[src/sv/u8u16_pkg.sv]
// Shared types, constants and helpers for the UTF-8 to UTF-16 transcoder.
package u8u16_pkg;

	localparam int ByteW    = 8;
	localparam int UnitW    = 16;
	localparam int CpW      = 21;
	localparam int MaxUnits = 4;
	localparam int CntW     = $clog2(MaxUnits + 1);
	localparam int PendDepth = 3;

	localparam logic [UnitW-1:0] UnitQmark = 16'h003F;
	localparam logic [UnitW-1:0] UnitTerm  = 16'h0000;
	localparam logic [UnitW-1:0] SurHi     = 16'hD800;
	localparam logic [UnitW-1:0] SurLo     = 16'hDC00;
	localparam logic [CpW-1:0]   SuppBase  = 21'h10000;

	// sequence lengths announced by a lead byte
	localparam logic [2:0] LenBad = 3'd0;
	localparam logic [2:0] LenOne = 3'd1;
	localparam logic [2:0] LenTwo = 3'd2;
	localparam logic [2:0] LenThr = 3'd3;
	localparam logic [2:0] LenFou = 3'd4;

	// words produced by one input byte, oldest in entry 0
	typedef struct packed {
		logic [MaxUnits-1:0][UnitW-1:0] units;
		logic [CntW-1:0]                cnt;
	} u8u16_res_t;

	function automatic logic [2:0] lead_len(input logic [ByteW-1:0] b);
		logic [2:0] len;
		if (b[7] == 1'b0) begin
			len = LenOne;
		end else if (b[7:5] == 3'b110) begin
			len = LenTwo;
		end else if (b[7:4] == 4'b1110) begin
			len = LenThr;
		end else if (b[7:3] == 5'b11110) begin
			len = LenFou;
		end else begin
			len = LenBad;
		end
		return len;
	endfunction

endpackage

[src/sv/u8u16_decode.sv]
// Pending-byte buffer and single-pass decode of one UTF-8 byte into up to four words.
module u8u16_decode (
	input  logic                      clk,
	input  logic                      arst_n,
	input  logic                      accept,
	input  logic [u8u16_pkg::ByteW-1:0] in_byte,
	input  logic                      at_end,
	output u8u16_pkg::u8u16_res_t     res
);

	logic [u8u16_pkg::ByteW-1:0] pend_q [u8u16_pkg::PendDepth];
	logic [1:0]                  pend_cnt_q;

	logic                        cont, has_pend, complete, append, broken, fresh;
	logic [2:0]                  need, blen;
	logic [1:0]                  qn;
	logic [1:0]                  tn;
	logic [u8u16_pkg::CpW-1:0]   cp, cpv;
	logic [u8u16_pkg::UnitW-1:0] tail0, tail1;
	logic [1:0]                  tidx;

	always_comb begin
		has_pend = (pend_cnt_q != 2'd0);
		cont     = (in_byte[7:6] == 2'b10);
		need     = u8u16_pkg::lead_len(pend_q[0]);
		blen     = u8u16_pkg::lead_len(in_byte);
		complete = !at_end && has_pend && cont && (({1'b0, pend_cnt_q} + 3'd1) >= need);
		append   = !at_end && has_pend && cont && !complete;
		broken   = !at_end && has_pend && !cont;
		fresh    = !at_end && (!has_pend || !cont);
		qn       = (at_end || broken) ? pend_cnt_q : 2'd0;

		case (need)
			u8u16_pkg::LenTwo: cp = {10'd0, pend_q[0][4:0], in_byte[5:0]};
			u8u16_pkg::LenThr: cp = {5'd0, pend_q[0][3:0], pend_q[1][5:0], in_byte[5:0]};
			default: cp = {pend_q[0][2:0], pend_q[1][5:0], pend_q[2][5:0], in_byte[5:0]};
		endcase
		cpv = cp - u8u16_pkg::SuppBase;

		tail0 = u8u16_pkg::UnitTerm;
		tail1 = u8u16_pkg::UnitTerm;
		tn    = 2'd0;
		if (at_end) begin
			tn = 2'd1;
		end else if (complete) begin
			if (cp >= u8u16_pkg::SuppBase) begin
				tail0 = u8u16_pkg::SurHi | {5'd0, cpv[20:10]};
				tail1 = u8u16_pkg::SurLo | {6'd0, cpv[9:0]};
				tn    = 2'd2;
			end else begin
				tail0 = cp[15:0];
				tn    = 2'd1;
			end
		end else if (fresh) begin
			if (blen == u8u16_pkg::LenOne) begin
				tail0 = {8'd0, in_byte};
				tn    = 2'd1;
			end else if (blen == u8u16_pkg::LenBad) begin
				tail0 = u8u16_pkg::UnitQmark;
				tn    = 2'd1;
			end
		end

		// qmarks for the dropped bytes first, then the tail words
		for (int i = 0; i < u8u16_pkg::MaxUnits; i++) begin
			tidx = 2'(i) - qn;
			if (2'(i) < qn) begin
				res.units[i] = u8u16_pkg::UnitQmark;
			end else if (tidx == 2'd0) begin
				res.units[i] = tail0;
			end else begin
				res.units[i] = tail1;
			end
		end
		res.cnt = {1'b0, qn} + {1'b0, tn};
	end

	always_ff @(posedge clk or negedge arst_n) begin
		if (!arst_n) begin
			pend_cnt_q <= 2'd0;
		end else if (accept) begin
			if (append) begin
				pend_cnt_q <= pend_cnt_q + 2'd1;
			end else if (fresh && blen >= u8u16_pkg::LenTwo) begin
				pend_cnt_q <= 2'd1;
			end else begin
				pend_cnt_q <= 2'd0;
			end
		end
	end

	// buffer bytes carry no reset; only entries below the count are read
	always_ff @(posedge clk) begin
		if (accept) begin
			if (fresh && blen >= u8u16_pkg::LenTwo) begin
				pend_q[0] <= in_byte;
			end
			if (append && pend_cnt_q == 2'd1) begin
				pend_q[1] <= in_byte;
			end
			if (append && pend_cnt_q == 2'd2) begin
				pend_q[2] <= in_byte;
			end
		end
	end

	a_end_clears: assert property (@(posedge clk) disable iff (!arst_n)
		accept && at_end |=> pend_cnt_q == 2'd0)
		else $error("pending bytes left after end of string");

	a_res_bound: assert property (@(posedge clk) disable iff (!arst_n)
		has_pend |-> res.cnt <= 3'(u8u16_pkg::MaxUnits))
		else $error("decode produced too many words");

	a_pend_lead: assert property (@(posedge clk) disable iff (!arst_n)
		has_pend |-> need >= u8u16_pkg::LenTwo)
		else $error("held bytes do not start with a lead");

endmodule

[src/sv/utf8_to_utf16_transcoder.sv]
// Top level: UTF-8 byte stream in, UTF-16 word stream out.
//
// channel   dir  tdata              tlast          meaning
// s_*       in   [7:0] in_byte      at_end         one UTF-8 byte, or end of string
// m_*       out  [15:0] out_unit    last_of_run    one UTF-16 word
//
// Each accepted byte is decoded in the cycle it is accepted and its 0..4 words
// land in the result register; they leave one per cycle while m_tready is high,
// through the single output port.
// A new byte is taken while the last word of the previous one is taken.
// arst_n clears the pending count and the word count; word data carry no reset.
// Stalls on m_tready hold the current word and back-pressure s_tready.
module utf8_to_utf16_transcoder (
	input  logic        clk,
	input  logic        arst_n,
	input  logic        s_tvalid,
	output logic        s_tready,
	input  logic [7:0]  s_tdata,   // [7:0] in_byte
	input  logic        s_tlast,   // at_end
	output logic        m_tvalid,
	input  logic        m_tready,
	output logic [15:0] m_tdata,   // [15:0] out_unit
	output logic        m_tlast    // last_of_run
);

	u8u16_pkg::u8u16_res_t res;

	logic [u8u16_pkg::MaxUnits-1:0][u8u16_pkg::UnitW-1:0] units_q;
	logic [u8u16_pkg::CntW-1:0]                           left_q;
	logic                                                 take, accept;

	assign m_tvalid = (left_q != '0);
	assign m_tdata  = units_q[0];
	assign m_tlast  = (left_q == u8u16_pkg::CntW'(1));
	assign take     = m_tvalid && m_tready;
	// room once the result register is empty or its last word is leaving
	assign s_tready = !m_tvalid || (take && m_tlast);
	assign accept   = s_tvalid && s_tready;

	u8u16_decode u_dec (
		.clk     (clk),
		.arst_n  (arst_n),
		.accept  (accept),
		.in_byte (s_tdata),
		.at_end  (s_tlast),
		.res     (res)
	);

	always_ff @(posedge clk or negedge arst_n) begin
		if (!arst_n) begin
			left_q <= '0;
		end else if (accept) begin
			left_q <= res.cnt;
		end else if (take) begin
			left_q <= left_q - u8u16_pkg::CntW'(1);
		end
	end

	// word queue shifts down as words are taken
	always_ff @(posedge clk) begin
		if (accept) begin
			units_q <= res.units;
		end else if (take) begin
			for (int i = 0; i < u8u16_pkg::MaxUnits - 1; i++) begin
				units_q[i] <= units_q[i+1];
			end
		end
	end

	a_left_bound: assert property (@(posedge clk) disable iff (!arst_n)
		left_q <= u8u16_pkg::CntW'(u8u16_pkg::MaxUnits))
		else $error("result count out of range");

	a_ready_gate: assert property (@(posedge clk) disable iff (!arst_n)
		s_tready |-> (left_q == '0) || (left_q == u8u16_pkg::CntW'(1) && m_tready))
		else $error("byte taken while words still pending");

	a_drain: assert property (@(posedge clk) disable iff (!arst_n)
		take && left_q > u8u16_pkg::CntW'(1) |=> left_q == $past(left_q) - u8u16_pkg::CntW'(1))
		else $error("word count did not step down");

	a_shift: assert property (@(posedge clk) disable iff (!arst_n)
		take && left_q > u8u16_pkg::CntW'(1) |=> m_tdata == $past(units_q[1]))
		else $error("next word not presented");

endmodule
[config.mk]
export PLATFORM = sky130hd
export DESIGN_NAME = utf8_to_utf16_transcoder
export DESIGN_NICKNAME = d
export VERILOG_FILES = /design/src/sv/u8u16_pkg.sv /design/src/sv/u8u16_decode.sv /design/src/sv/utf8_to_utf16_transcoder.sv
export SDC_FILE = /design/constraint.sdc
export NUM_CORES = 1
export LEC_CHECK = 0
export BUFFER_PORTS_ARGS = -buffer_cell sky130_fd_sc_hd__buf_2
export CAP_MARGIN = 20
export CORE_ASPECT_RATIO = 1.75
export CORE_MARGIN = 1
export CORE_UTILIZATION = 45
export DETAILED_ROUTE_END_ITERATION = 16
export PLACE_DENSITY = 0.72
export SLEW_MARGIN = 20
export SYNTH_ARGS = -nofsm -noshare
export SYNTH_HDL_FRONTEND = slang
export SYNTH_SLANG_ARGS = --single-unit
export TNS_END_PERCENT = 100
[constraint.sdc]
create_clock -name clk -period 5.77 [get_ports clk]
set_clock_uncertainty 0.2 [all_clocks]
set_input_delay 0.577 -clock clk [delete_from_list [all_inputs] [get_ports clk]]
set_output_delay 0.577 -clock clk [all_outputs]
set_load 0.01 [all_outputs]
======== Yosys cells after proc, flatten, opt, wreduce, memory -nomap -nowiden ========
Memory sizes are Yosys's and may differ from the RTL's.
Cells that the tools add are included.
storage, ports and cells
  bits of input ports ..................... 13
  register bits after elaboration ......... 69
  memories kept ........................... 1
  bits in writable memories ............... 24
  output and inout port bits .............. 19
memories
  name          words  bits a word  read ports  clocked after memory_dff  write ports  RTL line            RTL
  u_dec.pend_q  3      8            3           0                         1            u8u16_decode.sv:11  logic [u8u16_pkg::ByteW-1:0] pend_q [u8u16_pkg::PendDepth];
cells by class
  reductions and logical operators ........ 30
  muxes and demuxes ....................... 53
  $add $sub $neg .......................... 9
  $lt $le $gt $ge ......................... 7
  eq/ne operators ......................... 13
operators with widths
  cell                                                                      number
  16-bit two-way mux                                                        15
  48-bit two-way mux                                                        2
  21-bit case mux with 2 select lines                                       1
  3-bit two-way mux                                                         10
  21-bit by 17-bit >= comparator with 1-bit output (second input constant)  1
  21-bit by 17-bit subtractor with 21-bit output (second input constant)    1
  2-bit two-way mux                                                         9
  8-bit two-way mux                                                         2
  8-bit OR reduction                                                        2
  1-bit two-way mux                                                         13
  1-bit logical AND                                                         12
  5-bit equality test (second input constant)                               2
  4-bit equality test (second input constant)                               2
  2-bit zero test                                                           4
  3-bit by 1-bit equality test with 1-bit output (second input constant)    2
  3-bit by 2-bit equality test with 1-bit output (second input constant)    2
  3-bit equality test (second input constant)                               2
  6-bit two-way mux                                                         1
  1-bit zero test                                                           5
  2-bit equality test (second input constant)                               2
  1-bit by 2-bit < comparator with 1-bit output (first input constant)      2
  2-bit < comparator (first input constant)                                 2
  2-bit nonzero test                                                        2
  1-bit by 2-bit subtractor with 2-bit output (first input constant)        2
  other kinds (11)                                                          14

======== Depth between registers and ports, before layout ========
Gate-level depths: netlist of the first run.
An unclocked memory read counts as a cell.
  depth in word-level cells ............... 17
  gate-level depth with buffers ........... 19

======== Hierarchy ========
A second synthesis of the first run with hierarchy kept.
second synthesis, totals
  cells, all modules ...................... 436
  area, all modules ....................... 5444.0 µm²
modules (own cells, without submodules)
  module                    instances  area an instance (µm²)  cells an instance  seq. area each (µm²)
  utf8_to_utf16_transcoder  1          3226.8                  172                1996.9
  u8u16_decode              1          2217.1                  264                650.6

======== Worst setup path before layout of the first run ========
OpenSTA, ideal clock, no wires.
  path type ............................... register -> register
  start ................................... memory u_dec.pend_q[0][5] (netlist name)
  end ..................................... register left_q[1] (netlist name)
  clock period less this slack ............ 3.789 ns
  stages on the path, launching flop included .. 19
  setup slack ............................. 1.981 ns
  setup time .............................. 0.162 ns
  arrival time ............................ 3.427 ns
  cells stage by stage .................... edfxtp_1 -> buf_6 -> and2_4 -> nor2_8 -> inv_1 -> nand2_1 -> inv_1 -> ha_1 -> or4b_1 -> nor4_2 -> o2111a_2 -> o2111ai_4 -> o31ai_4 -> nand2_2 -> buf_6 -> fa_1 -> nand2_1 -> nand3_1 -> o21ai_0
RTL lines
  element                 RTL line                        RTL
  start: declaration      u8u16_decode.sv:11
  end signal: assignment  utf8_to_utf16_transcoder.sv:53  left_q <= res.cnt;
  end signal: assignment  utf8_to_utf16_transcoder.sv:55  left_q <= left_q - u8u16_pkg::CntW'(1);
  end: declaration        utf8_to_utf16_transcoder.sv:29  logic [u8u16_pkg::CntW-1:0] left_q;

==> metrics.txt, run 1 <==
# TYPE chip_impl_metric gauge
chip_impl_info{name="status",value="completed"} 1
chip_impl_info{name="yosys-top-cells-count",value="sky130_fd_sc_hd__edfxtp_1, sky130_fd_sc_hd__nand2_1, sky130_fd_sc_hd__o21ai_0"} 1
chip_impl_metric{name="power.density_cell_area",unit="nW/um^2"} 412.1
chip_impl_info{name="worstSetupStartpointType",value="register"} 1
chip_impl_metric{name="ys_ff_latch",unit=""} 89
chip_impl_info{name="yosys_most_used_dff",value="sky130_fd_sc_hd__edfxtp_1"} 1
chip_impl_metric{name="synth.avg_cell_area",unit="um^2"} 11.47
chip_impl_info{name="critPathTopFamily",value="simple AND/OR/NAND/NOR gates"} 1
chip_impl_metric{name="synthDominantCellAreaShare",unit=""} 0.5139
chip_impl_metric{name="wl_per_cell",unit="um"} 20.69
chip_impl_metric{name="start_util",unit=""} 0.4615
chip_impl_metric{name="slew_headroom",unit=""} 0.3824
chip_impl_metric{name="post_cts.repair.setup_buffers",unit=""} 0
chip_impl_metric{name="core-area",unit="um^2"} 10640
chip_impl_metric{name="layout_cells_sized_above_1",unit=""} 0.1570
chip_impl_metric{name="setup_violations",unit=""} 0
chip_impl_metric{name="die_h",unit="um"} 140.2
chip_impl_metric{name="areaGrowthSynthToFinish",unit="%"} 9.610
chip_impl_info{name="largest_area_contributor_in_the_netlist",value="sky130_fd_sc_hd__edfxtp_1"} 1
chip_impl_metric{name="placement_rows",unit=""} 50
chip_impl_metric{name="ant_nets",unit=""} 0
chip_impl_metric{name="grt_first_pass_wirelength",unit="mm"} 18.84
chip_impl_metric{name="cts-resized-gates",unit=""} 0
chip_impl_metric{name="worst_setup_hold_path_clk_slew",unit="ps"} 60
chip_impl_info{name="setup.worst_path.end_class",value="register"} 1
chip_impl_metric{name="initial_antenna_violation_count",unit=""} 0
chip_impl_metric{name="dp.final_hpwl",unit="mm"} 8.865
chip_impl_metric{name="crit_buf_inv",unit=""} 2
chip_impl_metric{name="clk_path_buf_depth",unit=""} 2
chip_impl_metric{name="filler_cells_inserted",unit=""} 968
chip_impl_metric{name="port-buffer-count",unit=""} 31
chip_impl_metric{name="finalMaxSlewViolations",unit=""} 0
chip_impl_metric{name="tritoncts.num_buffers",unit=""} 9
chip_impl_metric{name="synth_edf_count",unit=""} 84
chip_impl_metric{name="min_period_over_period",unit=""} 0.7686
chip_impl_metric{name="min_period",unit="ps"} 4435
chip_impl_metric{name="synthesized_netlist_net_count",unit=""} 455
chip_impl_metric{name="power.static_leakage",unit="nW"} 2.130
chip_impl_metric{name="vias_per_cell",unit=""} 5.958
chip_impl_metric{name="die-area",unit="um^2"} 11350
chip_impl_metric{name="htree_levels",unit=""} 3
chip_impl_metric{name="route.detailed.drc",unit=""} 0
chip_impl_info{name="cp_slowest_cell",value="sky130_fd_sc_hd__edfxtp_1"} 1
chip_impl_metric{name="count_of_non_filler_cells_in_the_finished_layout",unit=""} 576
chip_impl_metric{name="clock.fmax",unit="MHz"} 225.5
chip_impl_metric{name="synthDistinctLibCells",unit=""} 68
chip_impl_metric{name="slowest_delay",unit="ps"} 660
chip_impl_metric{name="worst_ep_arrival",unit="ps"} 4430
chip_impl_metric{name="peakVddDrop",unit="uV"} 294.8
chip_impl_metric{name="placed_cells_incl_taps",unit=""} 559
chip_impl_metric{name="drt_pre_antenna_iters",unit=""} 5
chip_impl_metric{name="antenna_cells",unit=""} 0
chip_impl_info{name="crit_chain",value="and2_4 > nor2_8 > inv_1 > nand2_1 > inv_1 > ha_1 > or4b_1 > nor4_2 > o2111a_2 > o2111ai_4 > o31ai_4 > nand2_2 > fa_1 > nand2_1 > nand3_1 > o21ai_0"} 1
chip_impl_info{name="yosys-top-cells-area",value="sky130_fd_sc_hd__edfxtp_1, sky130_fd_sc_hd__nand2_1, sky130_fd_sc_hd__ha_1, sky130_fd_sc_hd__o22a_1, sky130_fd_sc_hd__a21o_1"} 1
chip_impl_metric{name="clock_insertion_delay_worst_skew",unit="ps"} 340
chip_impl_metric{name="synth_cells",unit=""} 428
chip_impl_metric{name="layout.core_utilization",unit=""} 0.5059
chip_impl_metric{name="number_of_global_route_vias_before_repair",unit=""} 3500
chip_impl_info{name="tritoncts",value="done"} 1
chip_impl_info{name="ctsRootBufferMaster",value="sky130_fd_sc_hd__clkbuf_16"} 1
chip_impl_metric{name="synth-async-reset-ratio",unit=""} 0.05618
chip_impl_metric{name="drt_wl_total",unit="mm"} 11.92
chip_impl_metric{name="gp_congestion",unit=""} 0.9056
chip_impl_metric{name="critPathRequiredTime",unit="ps"} 5760
chip_impl_info{name="rsz_0062_raised_after_global_routing",value="no"} 1
chip_impl_metric{name="die_w",unit="um"} 80.95
chip_impl_metric{name="grt_start_max_net_pins",unit=""} 66
chip_impl_metric{name="timing_worst_slew_pin_value",unit="ps"} 920.8
chip_impl_metric{name="timing_hold_violations_final",unit=""} 0
chip_impl_metric{name="overflow",unit=""} 0
chip_impl_metric{name="post_synth_instance_area",unit="um^2"} 4908
chip_impl_metric{name="critical_path_peak_fanout",unit=""} 18
chip_impl_metric{name="first_iter_violations",unit=""} 257
chip_impl_info{name="timing.hold.worst.class",value="in2reg"} 1
chip_impl_metric{name="fin_nets",unit=""} 468
chip_impl_metric{name="synth_seq_area_share",unit=""} 0.5394
chip_impl_metric{name="yosysWarnings",unit=""} 0
chip_impl_info{name="setup.worst_path.class",value="reg2reg"} 1
chip_impl_metric{name="sum_of_negative_setup_slack",unit="ps"} 0
chip_impl_metric{name="ios",unit=""} 32
chip_impl_metric{name="vias",unit=""} 3432
chip_impl_metric{name="track_usage",unit=""} 0.2273
chip_impl_metric{name="maxCapViolations",unit=""} 0
chip_impl_metric{name="tritoncts_num_sinks",unit=""} 89
chip_impl_info{name="post-synth-top-count-cell",value="sky130_fd_sc_hd__edfxtp_1"} 1
## cell families after synthesis
logic type | after synthesis | synth area share
adders and majority gates | 14 | 0.03722
buffers and inverters | 53 | 0.05786
DFF | 89 | 0.5394
other | 1 | 0.0007640
AOI/OAI and AO/OA | 126 | 0.1991
muxes | 3 | 0.006373
and+or+nand+nor | 140 | 0.1557
xor gates and xnor gates | 2 | 0.003569
## report_power, final
group          switching [W]  total (W)  internal (W)
Combinational       0.000349   0.000575      0.000226
Clock               0.000244   0.000623      0.000379
Sequential         0.0000623    0.00102      0.000957
Total               0.000656    0.00222       0.00156
## layout by cell type, fill, tap and decap left out, types with 3 or more instances in the layout
| cell | synthesis | final |
|---|---|---|
| sky130_fd_sc_hd__a21boi_0 | 3 | 3 |
| sky130_fd_sc_hd__a21o_1 | 18 | 18 |
| sky130_fd_sc_hd__a21oi_1 | 10 | 10 |
| sky130_fd_sc_hd__a221o_1 | 3 | 3 |
| sky130_fd_sc_hd__a22o_1 | 13 | 13 |
| sky130_fd_sc_hd__a32o_1 | 4 | 4 |
| sky130_fd_sc_hd__and2_1 | 7 | 7 |
| sky130_fd_sc_hd__buf_2 | 2 | 31 |
| sky130_fd_sc_hd__buf_4 | 16 | 4 |
| sky130_fd_sc_hd__clkbuf_16 | 0 | 9 |
| sky130_fd_sc_hd__clkinv_1 | 1 | 3 |
| sky130_fd_sc_hd__dfrtp_1 | 5 | 5 |
| sky130_fd_sc_hd__edfxtp_1 | 84 | 84 |
| sky130_fd_sc_hd__ha_1 | 13 | 13 |
| sky130_fd_sc_hd__inv_1 | 18 | 18 |
| sky130_fd_sc_hd__nand2_1 | 45 | 44 |
| sky130_fd_sc_hd__nand2_2 | 3 | 4 |
| sky130_fd_sc_hd__nand2b_1 | 4 | 4 |
| sky130_fd_sc_hd__nand3_1 | 10 | 10 |
| sky130_fd_sc_hd__nor2_1 | 18 | 18 |
| sky130_fd_sc_hd__nor2b_1 | 8 | 8 |
| sky130_fd_sc_hd__nor3_1 | 13 | 12 |
| sky130_fd_sc_hd__nor3b_1 | 3 | 3 |
| sky130_fd_sc_hd__nor4_2 | 3 | 3 |
| sky130_fd_sc_hd__o211ai_1 | 3 | 3 |
| sky130_fd_sc_hd__o21ai_0 | 23 | 23 |
| sky130_fd_sc_hd__o21ai_1 | 3 | 3 |
| sky130_fd_sc_hd__o221ai_1 | 5 | 5 |
| sky130_fd_sc_hd__o22a_1 | 16 | 16 |
| sky130_fd_sc_hd__o31ai_1 | 4 | 4 |
| sky130_fd_sc_hd__or3_1 | 7 | 7 |
## sequential cells by signal, indices dropped and copies added (netlist names)
register	count
m_tdata	16
u_dec.pend_cnt_q	2
units_q	48
left_q	3
u_dec.pend_q	20
## layer usage
| metal | vias to the layer above | track usage | share of wire |
|---|---|---|---|
| met1 | 1651 | 0.2456 | 0.37 |
| met3 | 36 | 0.03909 | 0.035 |
| li1 | 1635 | - | - |
| met4 | 0 | 0.1410 | 0.051 |
| met2 | 110 | 0.3981 | 0.54 |
| met5 | - | 0 | 0 |
## worst paths after layout
| check | startpoint | to | slack, ps | depth (start not counted) |
|---|---|---|---|---|
| max | u_dec.pend_q[0][4] | left_q[1] | 1340 | 16 |
| min reg2reg | units_q[63] | units_q[47] | 310 | 1 |
| min in group asynchronous | arst_n | left_q[0] | 380 | 2 |
| min | s_tdata[6] | u_dec.pend_q[0][6] | 290 | 1 |
| max in group asynchronous | arst_n | u_dec.pend_cnt_q[1] | 4860 | 2 |
| max reg2reg | u_dec.pend_q[0][4] | left_q[1] | 1340 | 16 |
## stage by stage
stage / cell area, um^2 / hold WS [ps] / setup WS [ps] / power, W
after floorplan: 4908 / 81.41 / 1981 / 0.001481
after global placement: 5046 / 198.6 / 1509 / 0.001593
after detailed placement: 5046 / 200.4 / 1382 / 0.001609
after CTS: 5375 / 287.7 / 1351 / 0.002232
after global routing: 5380 / 296.2 / 1003 / 0.002329
final: 5380 / 289.4 / 1335 / 0.002217
## worst reg2reg max path, cell delays in order (launching register included)
cell                        delay, ps
sky130_fd_sc_hd__edfxtp_1         660
sky130_fd_sc_hd__and2_4           300
sky130_fd_sc_hd__nor2_8            40
sky130_fd_sc_hd__inv_1            220
sky130_fd_sc_hd__nand2_1          140
sky130_fd_sc_hd__inv_1             90
sky130_fd_sc_hd__ha_1             140
sky130_fd_sc_hd__or4b_1           450
sky130_fd_sc_hd__nor4_2           150
sky130_fd_sc_hd__o2111a_2         260
sky130_fd_sc_hd__o2111ai_4        170
sky130_fd_sc_hd__o31ai_4          430
sky130_fd_sc_hd__nand2_2          270
sky130_fd_sc_hd__fa_1             570
sky130_fd_sc_hd__nand2_1           50
sky130_fd_sc_hd__nand3_1           70
sky130_fd_sc_hd__o21ai_0          100
## final cells by class
type,instances,area [um^2],share of cell area
Sequential cell,89,2648,0.4921
Multi-Input combinational cell,286,1984,0.3688
Inverter,19,71.32,0.01326
Clock inverter,7,93.84,0.01744
Tap cell,130,162.7,0.03023
Clock buffer,9,225.2,0.04186
Timing Repair Buffer,36,195.2,0.03628
## repair_timing
action / 4_1_cts / 5_1_grt
setup endpoints to repair: 0 / 0
endpoints found under the hold margin: 5 / 0
hold buffers: 1 / 0
Note: power is estimated with default switching activity, not from simulation.
==> inputs of run 2 (changes only) <==
--- a/config.mk
+++ b/config.mk
@@ -11,7 +11,7 @@
 export CORE_MARGIN = 1
 export CORE_UTILIZATION = 45
 export DETAILED_ROUTE_END_ITERATION = 16
-export PLACE_DENSITY = 0.72
+export PLACE_DENSITY = 0.75
 export SLEW_MARGIN = 20
 export SYNTH_ARGS = -nofsm -noshare
 export SYNTH_HDL_FRONTEND = slang
==> constraint.sdc (replaced) <==
create_clock -name clk -period 3.7 [get_ports clk]
set_clock_uncertainty 0.2 [all_clocks]
set_input_delay 0.37 -clock clk [delete_from_list [all_inputs] [get_ports clk]]
set_output_delay 0.37 -clock clk [all_outputs]
set_load 0.01 [all_outputs]
==> run 2 against run 1 <==
  * The run now ends with setup timing left
  * Critical path depth up 2
  * Power up 63%
  * Sequential share of layout area down 2.3 points
  * Via count up 4.7%
  * Maximum frequency up 19%
  * Core utilization up 2.5 points
  * Final cell count up 4.2%
  * Sequential power up 54%
==> metrics.txt, run 2 (same netlist as run 1, synthesis figures left out) <==
# TYPE chip_impl_metric gauge
chip_impl_metric{name="tritoncts_num_sinks",unit=""} 89
chip_impl_metric{name="ant_nets",unit=""} 0
chip_impl_metric{name="worst-r2r-cell-count",unit=""} 18
chip_impl_metric{name="track_usage",unit=""} 0.2296
chip_impl_info{name="crit_chain",value="nand2_2 > nor2_8 > inv_4 > nand2_2 > inv_2 > ha_4 > or4b_4 > nor4_4 > o2111a_2 > o2111ai_4 > o21a_1 > or2_4 > ha_4 > inv_2 > fa_1 > nand2_1 > nand3_1 > o21ai_1"} 1
chip_impl_metric{name="number_of_global_route_vias_before_repair",unit=""} 3626
chip_impl_info{name="dr.max_layer_used",value="met4"} 1
chip_impl_metric{name="clock_insertion_delay_worst_skew",unit="ps"} 360
chip_impl_metric{name="htree_levels",unit=""} 3
chip_impl_metric{name="die_h",unit="um"} 140.2
chip_impl_metric{name="maxCapViolations",unit=""} 0
chip_impl_info{name="rsz_0062_raised_after_global_routing",value="yes"} 1
chip_impl_metric{name="clk_path_buf_depth",unit=""} 2
chip_impl_metric{name="wirelength_met1",unit="mm"} 4.504
chip_impl_info{name="setup.worst_path.class",value="reg2reg"} 1
chip_impl_metric{name="wl_per_cell",unit="um"} 20.45
chip_impl_metric{name="slowest_delay",unit="ps"} 470
chip_impl_info{name="tritoncts",value="done"} 1
chip_impl_metric{name="setup_violations",unit=""} 1
chip_impl_metric{name="core-area",unit="um^2"} 10640
chip_impl_metric{name="worst_slack",unit="ps"} -32.10
chip_impl_metric{name="slew_headroom",unit=""} 0.5888
chip_impl_metric{name="placed_cells_incl_taps",unit=""} 577
chip_impl_metric{name="gp_congestion",unit=""} 0.9441
chip_impl_info{name="top_register",value="units_q"} 1
chip_impl_info{name="worst_reg2reg_path_startpoint",value="u_dec.pend_q[0][6]"} 1
chip_impl_metric{name="hold_depth",unit=""} 1
chip_impl_info{name="setup.worst_path.end_class",value="register"} 1
chip_impl_metric{name="peakVddDrop",unit="uV"} 313.9
chip_impl_metric{name="min_period_over_period",unit=""} 1.009
chip_impl_metric{name="total_power",unit="W"} 0.003610
chip_impl_metric{name="start_util",unit=""} 0.4615
chip_impl_info{name="cp_slowest_cell",value="sky130_fd_sc_hd__or4b_4"} 1
chip_impl_metric{name="dp.final_hpwl",unit="mm"} 8.754
chip_impl_info{name="worst_setup_path_startpoint",value="u_dec.pend_q[0][6]"} 1
chip_impl_metric{name="min_period",unit="ps"} 3732
chip_impl_info{name="status",value="complete, but fails checks"} 1
chip_impl_metric{name="layout_cells_sized_above_1",unit=""} 0.2191
chip_impl_metric{name="worst_ep_arrival",unit="ps"} 3800
chip_impl_metric{name="tritoncts.num_buffers",unit=""} 9
chip_impl_metric{name="drt_wl_total",unit="mm"} 12.27
chip_impl_metric{name="sum_of_negative_setup_slack",unit="ps"} -32.10
chip_impl_metric{name="placement_rows",unit=""} 50
chip_impl_metric{name="largest_reg_flops",unit=""} 48
chip_impl_metric{name="overflow",unit=""} 0
chip_impl_metric{name="clock.fmax",unit="MHz"} 267.9
chip_impl_metric{name="route.detailed.drc",unit=""} 0
chip_impl_info{name="layout.cells.most_common_list",value="sky130_fd_sc_hd__edfxtp_1, sky130_fd_sc_hd__nand2_1, sky130_fd_sc_hd__buf_2"} 1
chip_impl_metric{name="ios",unit=""} 32
chip_impl_metric{name="multiInputGateArea",unit="um^2"} 2029
chip_impl_metric{name="antenna_cells",unit=""} 0
chip_impl_metric{name="die_w",unit="um"} 80.95
chip_impl_metric{name="power.density_cell_area",unit="nW/um^2"} 639.1
chip_impl_metric{name="grt_first_pass_wirelength",unit="mm"} 18.93
chip_impl_metric{name="final_std_cell_area_no_fill",unit="um^2"} 5648
chip_impl_metric{name="critPathRequiredTime",unit="ps"} 3760
chip_impl_metric{name="first_iter_violations",unit=""} 243
chip_impl_metric{name="areaGrowthSynthToFinish",unit="%"} 15.07
chip_impl_info{name="ctsRootBufferMaster",value="sky130_fd_sc_hd__clkbuf_16"} 1
chip_impl_info{name="layout.cells.most_common",value="sky130_fd_sc_hd__edfxtp_1"} 1
chip_impl_metric{name="drt_pre_antenna_iters",unit=""} 5
chip_impl_metric{name="critical_path_peak_fanout",unit=""} 4
chip_impl_metric{name="filler_cells_inserted",unit=""} 931
chip_impl_metric{name="die-area",unit="um^2"} 11350
chip_impl_metric{name="worst_setup_hold_path_clk_slew",unit="ps"} 60
chip_impl_metric{name="dpl_cell_area",unit="um^2"} 5181
chip_impl_metric{name="timing_hold_violations_final",unit=""} 0
chip_impl_metric{name="detailroute.wirelength.met2",unit="mm"} 6.490
chip_impl_metric{name="grt_start_max_net_pins",unit=""} 64
chip_impl_info{name="timing.hold.worst.class",value="in2reg"} 1
chip_impl_metric{name="detail_route_met3_wl",unit="um"} 511
chip_impl_metric{name="port-buffer-count",unit=""} 31
chip_impl_info{name="worstSetupStartpointType",value="register"} 1
chip_impl_metric{name="ff_latch_area",unit="um^2"} 2648
chip_impl_info{name="min_from",value="s_tdata[6]"} 1
chip_impl_metric{name="timing_worst_slew_pin_value",unit="ps"} 616.7
chip_impl_metric{name="finalMaxSlewViolations",unit=""} 0
chip_impl_metric{name="fin_nets",unit=""} 492
chip_impl_metric{name="vias",unit=""} 3594
chip_impl_metric{name="power.static_leakage",unit="nW"} 2.270
chip_impl_metric{name="vias_per_cell",unit=""} 5.990
chip_impl_metric{name="initial_antenna_violation_count",unit=""} 0
chip_impl_metric{name="count_of_non_filler_cells_in_the_finished_layout",unit=""} 600
chip_impl_info{name="violations",value="setup timing"} 1
==> run 2: metal layers <==
metal  vias up  GRT usage
met1      1735     0.2382
met3        50    0.04430
met2       121     0.4047
li1       1688          -
met4         0     0.1513
met5         -          0
==> run 2: repair_timing <==
item	4_1_cts	5_1_grt
pin swaps	1	9
endpoints found under the setup margin	1	13
endpoints found under the hold margin	5	0
resized for setup	1	13
buffers inserted	0	6
hold buffers	1	0
==> run 2: where the power goes <==
part	switching [W]	leakage, nW	internal [W]	total [W]
Sequential	0.0000808	0.873	0.00149	0.00157
Combinational	0.000581	1.23	0.000390	0.000971
Clock	0.000402	0.171	0.000666	0.00107
Total	0.00106	2.27	0.00255	0.00361
==> run 2: area by class of cell <==
cell class | instances | area share
tap | 130 | 0.02880
clock buffer | 9 | 0.03988
sequential | 89 | 0.4688
multi-input combinational | 286 | 0.3593
clock inverter | 7 | 0.02149
timing repair buffer | 60 | 0.06868
inverter | 19 | 0.01307
==> run 2: stage by stage <==
stage / hold slack [ps] / util / setup slack [ps]
2_1_floorplan: -125.6 / - / 6.158
3_3_place_gp: -8.042 / 0.4872 / 189.7
3_5_place_dp: -4.112 / 0.4872 / 50.09
4_1_cts: 66.18 / 0.5207 / 5.738
5_1_grt: 76.55 / 0.5311 / -126.1
6_report: 67.67 / 0.5311 / -32.10
==> run 2: final timing paths <==
path                                       endpoint  slack [ps]
worst max register to register            left_q[1]         -30
worst min-delay path             u_dec.pend_q[0][6]          70
min in group asynchronous       u_dec.pend_cnt_q[0]         160
worst min register to register          units_q[29]         310
worst max-delay path                      left_q[1]         -30
max in group asynchronous                 left_q[1]        2990
==> run 2: worst max-delay path, delay by kind of cell, from the launching register on <==
family	cells	cell delay [ps]
AOI/OAI and AO/OA	4	750
and+or+nand+nor	8	1380
buffers and inverters	3	210
adders and majority gates	3	670
DFF	1	430
==> inputs of run 3 (changes only) <==
--- a/config.mk
+++ b/config.mk
@@ -5,6 +5,7 @@
 export SDC_FILE = /design/constraint.sdc
 export NUM_CORES = 1
 export LEC_CHECK = 0
+export ABC_AREA = 1
 export BUFFER_PORTS_ARGS = -buffer_cell sky130_fd_sc_hd__buf_2
 export CAP_MARGIN = 20
 export CORE_ASPECT_RATIO = 1.75
==> run 3 against run 2 <==
  * Synthesized cell count is 21% higher
  * Cell area is 6.3% lower
  * Sequential share of layout area grew 3.1 points
  * Core utilization fell by 2.3 points
  * Largest cell class unchanged
  * Maximum frequency up 12%
  * Register-to-register slack better by 390 ps
  * Power shrank 3.7%
  * Critical endpoint unchanged
  * Combinational power rose by 0.7%
  * Count of clock-buffer cells in the layout up 1
  * The run now ends clean
  * Die area down 0.85%
  * Non-clock buffer count fell by 24
==> metrics.txt, run 3 <==
# TYPE chip_impl_metric gauge
chip_impl_metric{name="clock_insertion_delay_worst_skew",unit="ps"} 340
chip_impl_info{name="timing.hold.worst.class",value="in2reg"} 1
chip_impl_metric{name="start_util",unit=""} 0.4669
chip_impl_metric{name="gp_congestion",unit=""} 0.8953
chip_impl_metric{name="critical_path_peak_fanout",unit=""} 9
chip_impl_metric{name="worst_ep_arrival",unit="ps"} 3340
chip_impl_metric{name="post_synth_instance_area",unit="um^2"} 4866
chip_impl_info{name="setup.worst_path.end_class",value="register"} 1
chip_impl_metric{name="core-area",unit="um^2"} 10420
chip_impl_metric{name="peakVddDrop",unit="uV"} 321.9
chip_impl_metric{name="wl_per_cell",unit="um"} 15.65
chip_impl_metric{name="synth_edf_count",unit=""} 84
chip_impl_info{name="ctsRootBufferMaster",value="sky130_fd_sc_hd__clkbuf_16"} 1
chip_impl_metric{name="synthDistinctLibCells",unit=""} 38
chip_impl_metric{name="port-buffer-count",unit=""} 31
chip_impl_metric{name="timing_hold_violations_final",unit=""} 0
chip_impl_metric{name="power.density_cell_area",unit="nW/um^2"} 656.3
chip_impl_metric{name="finalMaxSlewViolations",unit=""} 0
chip_impl_info{name="post-synth-top-count-cell",value="sky130_fd_sc_hd__nand2_1"} 1
chip_impl_metric{name="die-area",unit="um^2"} 11250
chip_impl_info{name="yosys_most_used_dff",value="sky130_fd_sc_hd__edfxtp_1"} 1
chip_impl_metric{name="filler_cells_inserted",unit=""} 955
chip_impl_metric{name="placement_rows",unit=""} 49
chip_impl_metric{name="worst-r2r-cell-count",unit=""} 15
chip_impl_metric{name="htree_levels",unit=""} 3
chip_impl_metric{name="first_iter_violations",unit=""} 333
chip_impl_info{name="yosys-top-cells-area",value="sky130_fd_sc_hd__edfxtp_1, sky130_fd_sc_hd__nand2_1, sky130_fd_sc_hd__nand3_1, sky130_fd_sc_hd__ha_1, sky130_fd_sc_hd__inv_1"} 1
chip_impl_info{name="layout.cells.most_common",value="sky130_fd_sc_hd__nand2_1"} 1
chip_impl_metric{name="number_of_global_route_vias_before_repair",unit=""} 3708
chip_impl_metric{name="timing_worst_slew_pin_value",unit="ps"} 751.5
chip_impl_metric{name="vias",unit=""} 3593
chip_impl_metric{name="drt_pre_antenna_iters",unit=""} 5
chip_impl_metric{name="yosysWarnings",unit=""} 0
chip_impl_metric{name="ios",unit=""} 32
chip_impl_metric{name="setup_violations",unit=""} 0
chip_impl_metric{name="final_std_cell_area_no_fill",unit="um^2"} 5294
chip_impl_metric{name="track_usage",unit=""} 0.2109
chip_impl_metric{name="route.detailed.drc",unit=""} 0
chip_impl_metric{name="synth.avg_cell_area",unit="um^2"} 9.358
chip_impl_metric{name="die_w",unit="um"} 80.61
chip_impl_metric{name="hold_depth",unit=""} 1
chip_impl_metric{name="synthDominantCellAreaShare",unit=""} 0.5184
chip_impl_metric{name="synthesized_netlist_net_count",unit=""} 547
chip_impl_info{name="yosys-top-cells-count",value="sky130_fd_sc_hd__nand2_1, sky130_fd_sc_hd__edfxtp_1, sky130_fd_sc_hd__nand3_1, sky130_fd_sc_hd__inv_1, sky130_fd_sc_hd__nor2_1"} 1
chip_impl_info{name="setup.worst_path.class",value="reg2reg"} 1
chip_impl_metric{name="grt_start_max_net_pins",unit=""} 54
chip_impl_metric{name="min_period",unit="ps"} 3346
chip_impl_metric{name="synth_seq_area_share",unit=""} 0.5441
chip_impl_metric{name="areaGrowthSynthToFinish",unit="%"} 8.794
chip_impl_info{name="status",value="completed"} 1
chip_impl_info{name="largest_area_contributor_in_the_netlist",value="sky130_fd_sc_hd__edfxtp_1"} 1
chip_impl_metric{name="vias_per_cell",unit=""} 5.371
chip_impl_metric{name="synth_cells",unit=""} 520
chip_impl_info{name="min_from",value="s_tdata[6]"} 1
chip_impl_metric{name="tritoncts_num_sinks",unit=""} 89
chip_impl_info{name="top_register",value="units_q"} 1
chip_impl_info{name="rsz_0062_raised_after_global_routing",value="no"} 1
chip_impl_metric{name="power.static_leakage",unit="nW"} 2.324
chip_impl_metric{name="layout_cells_sized_above_1",unit=""} 0.1550
chip_impl_metric{name="min_period_over_period",unit=""} 0.9043
chip_impl_metric{name="maxCapViolations",unit=""} 0
chip_impl_metric{name="tritoncts.num_buffers",unit=""} 9
chip_impl_metric{name="dpl_cell_area",unit="um^2"} 5012
chip_impl_info{name="tritoncts",value="done"} 1
chip_impl_metric{name="dp.final_hpwl",unit="mm"} 7.605
chip_impl_metric{name="critPathRequiredTime",unit="ps"} 3700
chip_impl_metric{name="die_h",unit="um"} 139.6
chip_impl_metric{name="antenna_cells",unit=""} 0
chip_impl_info{name="layout.cells.most_common_list",value="sky130_fd_sc_hd__nand2_1, sky130_fd_sc_hd__edfxtp_1, sky130_fd_sc_hd__nand3_1"} 1
chip_impl_metric{name="holdWs",unit="ps"} 35.22
chip_impl_info{name="worst_reg2reg_path_startpoint",value="u_dec.pend_cnt_q[0]"} 1
chip_impl_metric{name="ant_nets",unit=""} 0
chip_impl_metric{name="overflow",unit=""} 0
chip_impl_metric{name="cts-resized-gates",unit=""} 0
chip_impl_metric{name="clk_path_buf_depth",unit=""} 2
chip_impl_metric{name="sum_of_negative_setup_slack",unit="ps"} 0
chip_impl_info{name="worstSetupStartpointType",value="register"} 1
chip_impl_metric{name="worst_setup_hold_path_clk_slew",unit="ps"} 70
chip_impl_metric{name="grt_first_pass_wirelength",unit="mm"} 17.72
chip_impl_metric{name="ys_ff_latch",unit=""} 89
chip_impl_metric{name="slew_headroom",unit=""} 0.4947
chip_impl_info{name="timing.hold.worst_endpoint",value="u_dec.pend_q[0][6]"} 1
chip_impl_metric{name="clock.fmax",unit="MHz"} 298.9
chip_impl_metric{name="drt_wl_total",unit="mm"} 10.47
chip_impl_metric{name="synth-async-reset-ratio",unit=""} 0.05618
chip_impl_metric{name="fin_nets",unit=""} 564
chip_impl_metric{name="largest_reg_flops",unit=""} 48
chip_impl_info{name="r2r-end",value="left_q[1]"} 1
chip_impl_metric{name="regToRegSetupSlack",unit="ps"} 350
chip_impl_metric{name="initial_antenna_violation_count",unit=""} 0
run 3: changes by cell type after synthesis, moves of 8 or more:
cell | before | now
sky130_fd_sc_hd__nand2_2 | 3 | 11
sky130_fd_sc_hd__nor2_1 | 18 | 31
sky130_fd_sc_hd__a22o_1 | 13 | 0
sky130_fd_sc_hd__o22a_1 | 16 | 0
sky130_fd_sc_hd__nand3_1 | 10 | 41
sky130_fd_sc_hd__a21o_1 | 18 | 0
sky130_fd_sc_hd__nor2b_1 | 8 | 0
sky130_fd_sc_hd__nor3_1 | 13 | 1
sky130_fd_sc_hd__inv_1 | 18 | 38
sky130_fd_sc_hd__nand2_1 | 45 | 180
run 3: timing repair:
item / CTS / global route
setup buffers: 0 / 0
hold endpoints to repair: 5 / 0
setup endpoints to repair: 0 / 0
hold buffers: 1 / 0
run 3: routing by layer:
metal | vias to the layer above | share of wire | global-route usage
met3 | 36 | 0.039 | 0.03672
li1 | 1754 | - | -
met1 | 1697 | 0.36 | 0.2235
met2 | 106 | 0.55 | 0.3751
met4 | 0 | 0.044 | 0.1288
met5 | - | 0 | 0
run 3: critical path, cell delays in order, from the launching register on:
cell,delay (ps)
sky130_fd_sc_hd__dfrtp_1,450
sky130_fd_sc_hd__inv_1,130
sky130_fd_sc_hd__ha_1,350
sky130_fd_sc_hd__ha_1,310
sky130_fd_sc_hd__nand2_1,60
sky130_fd_sc_hd__o211ai_1,200
sky130_fd_sc_hd__nand2_1,160
sky130_fd_sc_hd__clkinv_1,160
sky130_fd_sc_hd__nand3_4,180
sky130_fd_sc_hd__nand2_1,110
sky130_fd_sc_hd__ha_1,140
sky130_fd_sc_hd__inv_1,50
sky130_fd_sc_hd__fa_1,480
sky130_fd_sc_hd__nand2_1,50
sky130_fd_sc_hd__nand3_1,80
sky130_fd_sc_hd__o21ai_0,90
run 3: cells by family after synthesis:
kind of cell               synth area share
buffers and inverters               0.07637
AOI/OAI and AO/OA                   0.05657
other                             0.0007707
DFF                                  0.5441
adders and majority gates           0.03754
xor gates and xnor gates           0.007201
and+or+nand+nor                      0.2775
run 3: power by group:
| group | switching [W] | total, W | internal (W) | leakage [nW] |
|---|---|---|---|---|
| clock | 0.000385 | 0.000840 | 0.000455 | 0.119 |
| sequential | 0.0000941 | 0.00166 | 0.00156 | 0.876 |
| combinational | 0.000661 | 0.000978 | 0.000317 | 1.33 |
| total | 0.00114 | 0.00347 | 0.00233 | 2.32 |
run 3: worst max-delay path by stage:
stage,from,endpoint
2_1_floorplan,u_dec.pend_cnt_q[0],left_q[1]
3_3_place_gp,u_dec.pend_cnt_q[0],left_q[1]
3_5_place_dp,u_dec.pend_q[0][7],left_q[1]
4_1_cts,u_dec.pend_cnt_q[0],left_q[1]
5_1_grt,u_dec.pend_cnt_q[0],left_q[1]
6_report,u_dec.pend_cnt_q[0],left_q[1]
run 3: through the flow:
stage          std cells  setup slack (ps)  utilization  total power [W]
2_1_floorplan        520             596.1            -         0.002441
3_3_place_gp         652             515.9       0.4809         0.002611
3_5_place_dp         652             374.8       0.4809         0.002665
4_1_cts              669             372.0       0.5079         0.003501
5_1_grt              669             94.61       0.5079         0.003679
6_report             669             354.2       0.5079         0.003474
run 3: cell type report:
class                      count  area [um^2]  share of cell area
sequential                    89         2648              0.5001
multi-input combinational    358         1858              0.3510
clock buffer                  10        229.0             0.04325
timing repair buffer          36        195.2             0.03687
inverter                      43        162.7             0.03073
tap                          127        158.9             0.03002
clock inverter                 6        42.54            0.008036
